**src/rtl/bga_pkg.sv**
```systemverilog
// shared constants and codes for the banded affine-gap alignment block
package bga_pkg;

    // parameter defaults
    localparam int MAX_SEQ_LEN_DEF = 32;
    localparam int BAND_DIAG_DEF   = 15;
    localparam int SCORE_W_DEF     = 10;

    // fixed field widths, limits and the edge value
    localparam int POS_W     = 6;
    localparam int CNT_W     = 7;
    localparam int TYPE_W    = 3;
    localparam int COST_W    = 5;
    localparam int LEN_W     = 6;
    localparam int BASE_W    = 2;
    localparam int CFG_IDX_W = 2;
    localparam int MIN_LEN   = 16;
    localparam int EDGE_VAL  = 99;
    localparam int MAX_RES   = 64;
    localparam int RES_IDX_W = 6;

    // traceback pointer codes
    localparam logic [1:0] DIR_SUB = 2'd0;
    localparam logic [1:0] DIR_INS = 2'd1;
    localparam logic [1:0] DIR_DEL = 2'd2;

    // edit codes
    localparam logic [TYPE_W-1:0] ED_END = 3'd0;
    localparam logic [TYPE_W-1:0] ED_SUB = 3'd1;
    localparam logic [TYPE_W-1:0] ED_INS = 3'd2;
    localparam logic [TYPE_W-1:0] ED_DEL = 3'd3;
    localparam logic [TYPE_W-1:0] ED_ERR = 3'd4;

    // configuration register indexes
    localparam logic [CFG_IDX_W-1:0] CFG_SEQ_LEN    = 2'd0;
    localparam logic [CFG_IDX_W-1:0] CFG_MISMATCH   = 2'd1;
    localparam logic [CFG_IDX_W-1:0] CFG_GAP_OPEN   = 2'd2;
    localparam logic [CFG_IDX_W-1:0] CFG_GAP_EXTEND = 2'd3;

endpackage

```
**src/rtl/bga_alu.sv**
```systemverilog
// shared saturating add-pair and compare unit
module bga_alu #(
    parameter int SCORE_W = bga_pkg::SCORE_W_DEF
) (
    input  logic [SCORE_W-1:0] a_in,
    input  logic [SCORE_W-1:0] b_in,
    input  logic [SCORE_W-1:0] c_in,
    input  logic [SCORE_W-1:0] d_in,
    output logic [SCORE_W-1:0] y_out,
    output logic               lt_out
);

    logic [SCORE_W:0]   sum_ab;
    logic [SCORE_W:0]   sum_cd;
    logic [SCORE_W-1:0] sat_ab;
    logic [SCORE_W-1:0] sat_cd;

    always_comb begin
        sum_ab = {1'b0, a_in} + {1'b0, b_in};
        sum_cd = {1'b0, c_in} + {1'b0, d_in};
        sat_ab = sum_ab[SCORE_W] ? '1 : sum_ab[SCORE_W-1:0];
        sat_cd = sum_cd[SCORE_W] ? '1 : sum_cd[SCORE_W-1:0];
        // strict less: ties go to the second pair
        lt_out = (sat_ab < sat_cd);
        y_out  = lt_out ? sat_ab : sat_cd;
    end

endmodule

```
**config.mk**
```make
export PLATFORM = sky130hd
export DESIGN_NAME = bga_alu
export DESIGN_NICKNAME = d
export VERILOG_FILES = /design/src/rtl/bga_pkg.sv /design/src/rtl/bga_alu.sv
export SDC_FILE = /design/constraint.sdc
export NUM_CORES = 1
export LEC_CHECK = 0
export BUFFER_PORTS_ARGS = -buffer_cell sky130_fd_sc_hd__buf_2
export CAP_MARGIN = 20
export CORE_AREA = 2 2 57 48
export DETAILED_ROUTE_END_ITERATION = 8
export DIE_AREA = 0 0 59 50
export PLACE_DENSITY = 0.87
export SETUP_SLACK_MARGIN = 0.2
export SLEW_MARGIN = 40
export SYNTH_ARGS = -nofsm -noshare
export SYNTH_HDL_FRONTEND = slang
export SYNTH_SLANG_ARGS = --single-unit
```
**constraint.sdc**
```tcl
create_clock -name vclk -period 13.75
set_input_delay 4.125 -clock vclk [all_inputs]
set_output_delay 4.125 -clock vclk [all_outputs]
set_load 0.01 [all_outputs]
```
; ---- Word level (Yosys, flattened, before mapping)
; Index checks and enable logic that the tools add are counted.
[totals]
regBits = 0
[op_classes]
n_addsub = 2
n_lt_le_gt_ge = 1
mux = 3
[op_table]
columns = cell, count
row1 = 2-to-1 mux 10 bit, 3
row2 = adder 10 x 10 -> 11 bit, 2
row3 = less-than comparator 10 bit, 1

; ---- Depth between registers and ports, before layout
[depth]
word_depth = 4
mapped_depth = 16

; ---- Worst setup path before layout
; OpenSTA, ideal clock, no wires.
[synth_path]
kind = in2out
startpoint = in a_in[0]
endpoint = out y_out[7]
path_slack_ps = 2284
arrival_ps = 7341
path_buffers = 2
path_stages = 15
path_cell_list = ha_1 > fa_1 > a21o_1 > a221oi_2 > o21ai_1 > clkbuf_1 > nor4_1 > inv_1 > ha_1 > a21o_1 > a21oi_1 > o211ai_1 > a31oi_1 > buf_6 > mux2_4
[synth_via]
elab_chain_cells = 4
[synth_lines]
columns = item, line_no
row1 = start: declaration, bga_alu.sv:5  ; input logic [SCORE_W-1:0] a_in,
row2 = adder 10 x 10 -> 11 bit, bga_alu.sv:19  ; sum_ab = {1'b0, a_in} + {1'b0, b_in};
row3 = 2-to-1 mux 10 bit, bga_alu.sv:21  ; sat_ab = sum_ab[SCORE_W] ? '1 : sum_ab[SCORE_W-1:0];
row4 = less-than comparator 10 bit, bga_alu.sv:24  ; lt_out = (sat_ab < sat_cd);
row5 = net lt_out, bga_alu.sv:10  ; output logic lt_out
row6 = 2-to-1 mux 10 bit, bga_alu.sv:25  ; y_out = lt_out ? sat_ab : sat_cd;
row7 = end: declaration, bga_alu.sv:9  ; output logic [SCORE_W-1:0] y_out,
; The timed path passes the listed nets, and every way through them passes these cells.

; ---- Worst setup path after layout
[layout_path]
startpoint = in a_in[0]
endpoint = out y_out[5]
[layout_via]
elab_chain_cells = 4
[layout_lines]
columns = item, line_no
row1 = adder 10 x 10 -> 11 bit (*), bga_alu.sv:19
row2 = 2-to-1 mux 10 bit (*), bga_alu.sv:21
row3 = less-than comparator 10 bit, bga_alu.sv:24
row4 = 2-to-1 mux 10 bit (*), bga_alu.sv:25
; Mark *: on every way between the ends. The rest lies on a longest branch, timed or not.

==> qor.yml <==
dpl_worst_slack_ns: 1.40
ys_types: 40
io_pins: 51
postCtsSetupBuffers: 0
num_rows: 16
min_period_ns: 12.38
leakagePower_nw: 0.885
grt_max_degree: 12
fin_ws_ns: 1.37
final_area_mm2: 0.00159
ys.warnings.count: 0
relSlewSlack_pct: 51.7
worst-setup-path-type: "in -> out"
crit_buf_inv: 4
max-cap-violations: 0
crit_fanout: 11
dieArea_mm2: 0.00295
nFlopsAndLatches: 0
die_h_um: 50
worstSetupPathDepth: 16
firstDrtPassIters: 4
ctsResizeCount: 0
post_drt_wl_per_cell_um: 11.3
grtUsageMet1_pct: 30.3
n_antenna_cell: 0
hold_viol: 0
synth_cells: 174
worst_path_largest_cell_delay_ns: 0.57
hold_path_depth: 5
setup-violations-final: 0
grtUsageMet2_pct: 32.2
ant_nets: 0
critical-path-slowest-cell: "a31oi_1"
syn-num-nets: 245
grt_use_total_pct: 19.7
fin_setup_tns_ns: 0
drive_above_1_share_pct: 26.1
ir_worst_vdd_mv: 0.0512
post-route-period-util_pct: 90.0
port_buffers: 51
clkbuf_count: 0
cp-end-kind: "output port"
cts_hold_buf: 0
seqCellArea_um2: 0
viasPerCell: 5.77
dpl_cell_area_mm2: 0.00159
critical_path_arrival_ns: 8.25
cp_top_family: "compound AO/OA/AOI/OAI gates"
use_met3_pct: 0
final_util_pct: 67.2
gp_congestion: 0.906
place_hpwl_mm: 2.57
wirelength_mm: 2.82
post_synth.cell_area_avg_um2: 7.54
drcViolationCount: 0
powerDensity_mw_per_mm2: 74.6
fin_nets: 295
fmax_ghz: 0.0808
layout_commonest_cell: "buf_2"
area_growth_pct: 20.9
tightestPinTransition_ns: 0.721
grt_pass1_vias: 1188
yosysSeqAreaShare_pct: 0
mostFrequentLayoutCells: "buf_2 (51), ha_1 (29), nor2_1 (19), a21oi_1 (17), a21o_1 (14)"
start_util_pct: 55.6
rsz0062_at_grt: "false"
synth_area_mm2: 0.00131
grt_first_pass_wirelength_mm: 4.85
critPathRequiredTime_ns: 9.62
top_usage_layer: "met2"
fill_cells: 202
die_w_um: 59
hold_class: "in -> out"
path_cells: "buf_2 -> ha_1 -> fa_1 -> a21o_1 -> a221oi_2 -> o21ai_1 -> nor4_1 -> inv_1 -> ha_1 -> a21o_1 -> a21oi_1 -> o211ai_1 -> a31oi_1 -> buf_4 -> mux2i_1 -> buf_2"
vias: 1436
status: "finished clean"
finalMaxSlewViolations: 0
grt-ovfl-total: 0
drt-initial-drc-count: 43
start_kind: "input port"
multi_input_area_mm2: 0.00124
core_area_mm2: 0.00236
antenna_found_initial: 0
cell type report:
cell class	instances	area share [%]
inverter	12	2.84
multi-input combinational	158	78.5
tap	27	2.13
timing repair buffer	52	16.6
worst paths after layout:
kind	slack (ns)	to	startpoint
setup / recovery	1.37	y_out[5]	a_in[0]
hold / removal	8.83	y_out[1]	b_in[1]
metal layers:
metal | wire length (um) | share of wire [%] | vias to the layer above
li1 | - | - | 752
met1 | 1420 | 50 | 647
met2 | 1250 | 44 | 37
met3 | 152 | 5.4 | 0
met4 | 0 | 0 | 0
met5 | 0 | 0 | -
Yosys cell counts, types with 2 or more instances:
cell type  number  area share [%]
o211ai_1        2             1.1
a31oi_1         2            0.95
o21bai_1        2             1.1
xnor2_1         8             5.3
xor2_1          2             1.3
inv_1          12             3.4
nand2_1         9             2.6
fa_1            2             3.1
o21a_1          2             1.1
a21oi_1        17             6.5
nor2_1         19             5.4
nor4_1          2            0.95
ha_1           29              28
a211oi_1        3             1.7
clkbuf_1        3            0.86
nand4_1         3             1.4
a211o_1         2             1.3
nor2b_1         3             1.4
nor3_1          2            0.76
o31ai_1         2             1.1
o21ai_0         4             1.5
and3_1          4             1.9
o21ai_1         2            0.76
mux2i_1         9             6.9
a21o_1         14             8.0
per-stage QoR:
stage	cells	hold slack [ns]	total power, W
after global routing	249	8.87	0.000133
after floorplan	174	8.61	0.0000878
after detailed placement	249	8.83	0.000118
after CTS	249	8.84	0.000118
after global placement	249	8.80	0.000116
final	249	8.83	0.000118
kinds of logic after synthesis:
logic type	Yosys count	synth area share [%]
AOI/OAI and AO/OA	58	30.1
xor gates and xnor gates	10	6.67
adders and majority gates	31	30.7
buffers and inverters	16	5.15
muxes	10	8.01
and+or+nand+nor	49	19.4
power breakdown:
group | internal [W] | total, W | switching (W)
Sequential | 0 | 0 | 0
Combinational | 0.0000554 | 0.000118 | 0.0000629
Clock | 0 | 0 | 0
Note: power is estimated with default switching activity, not from simulation.
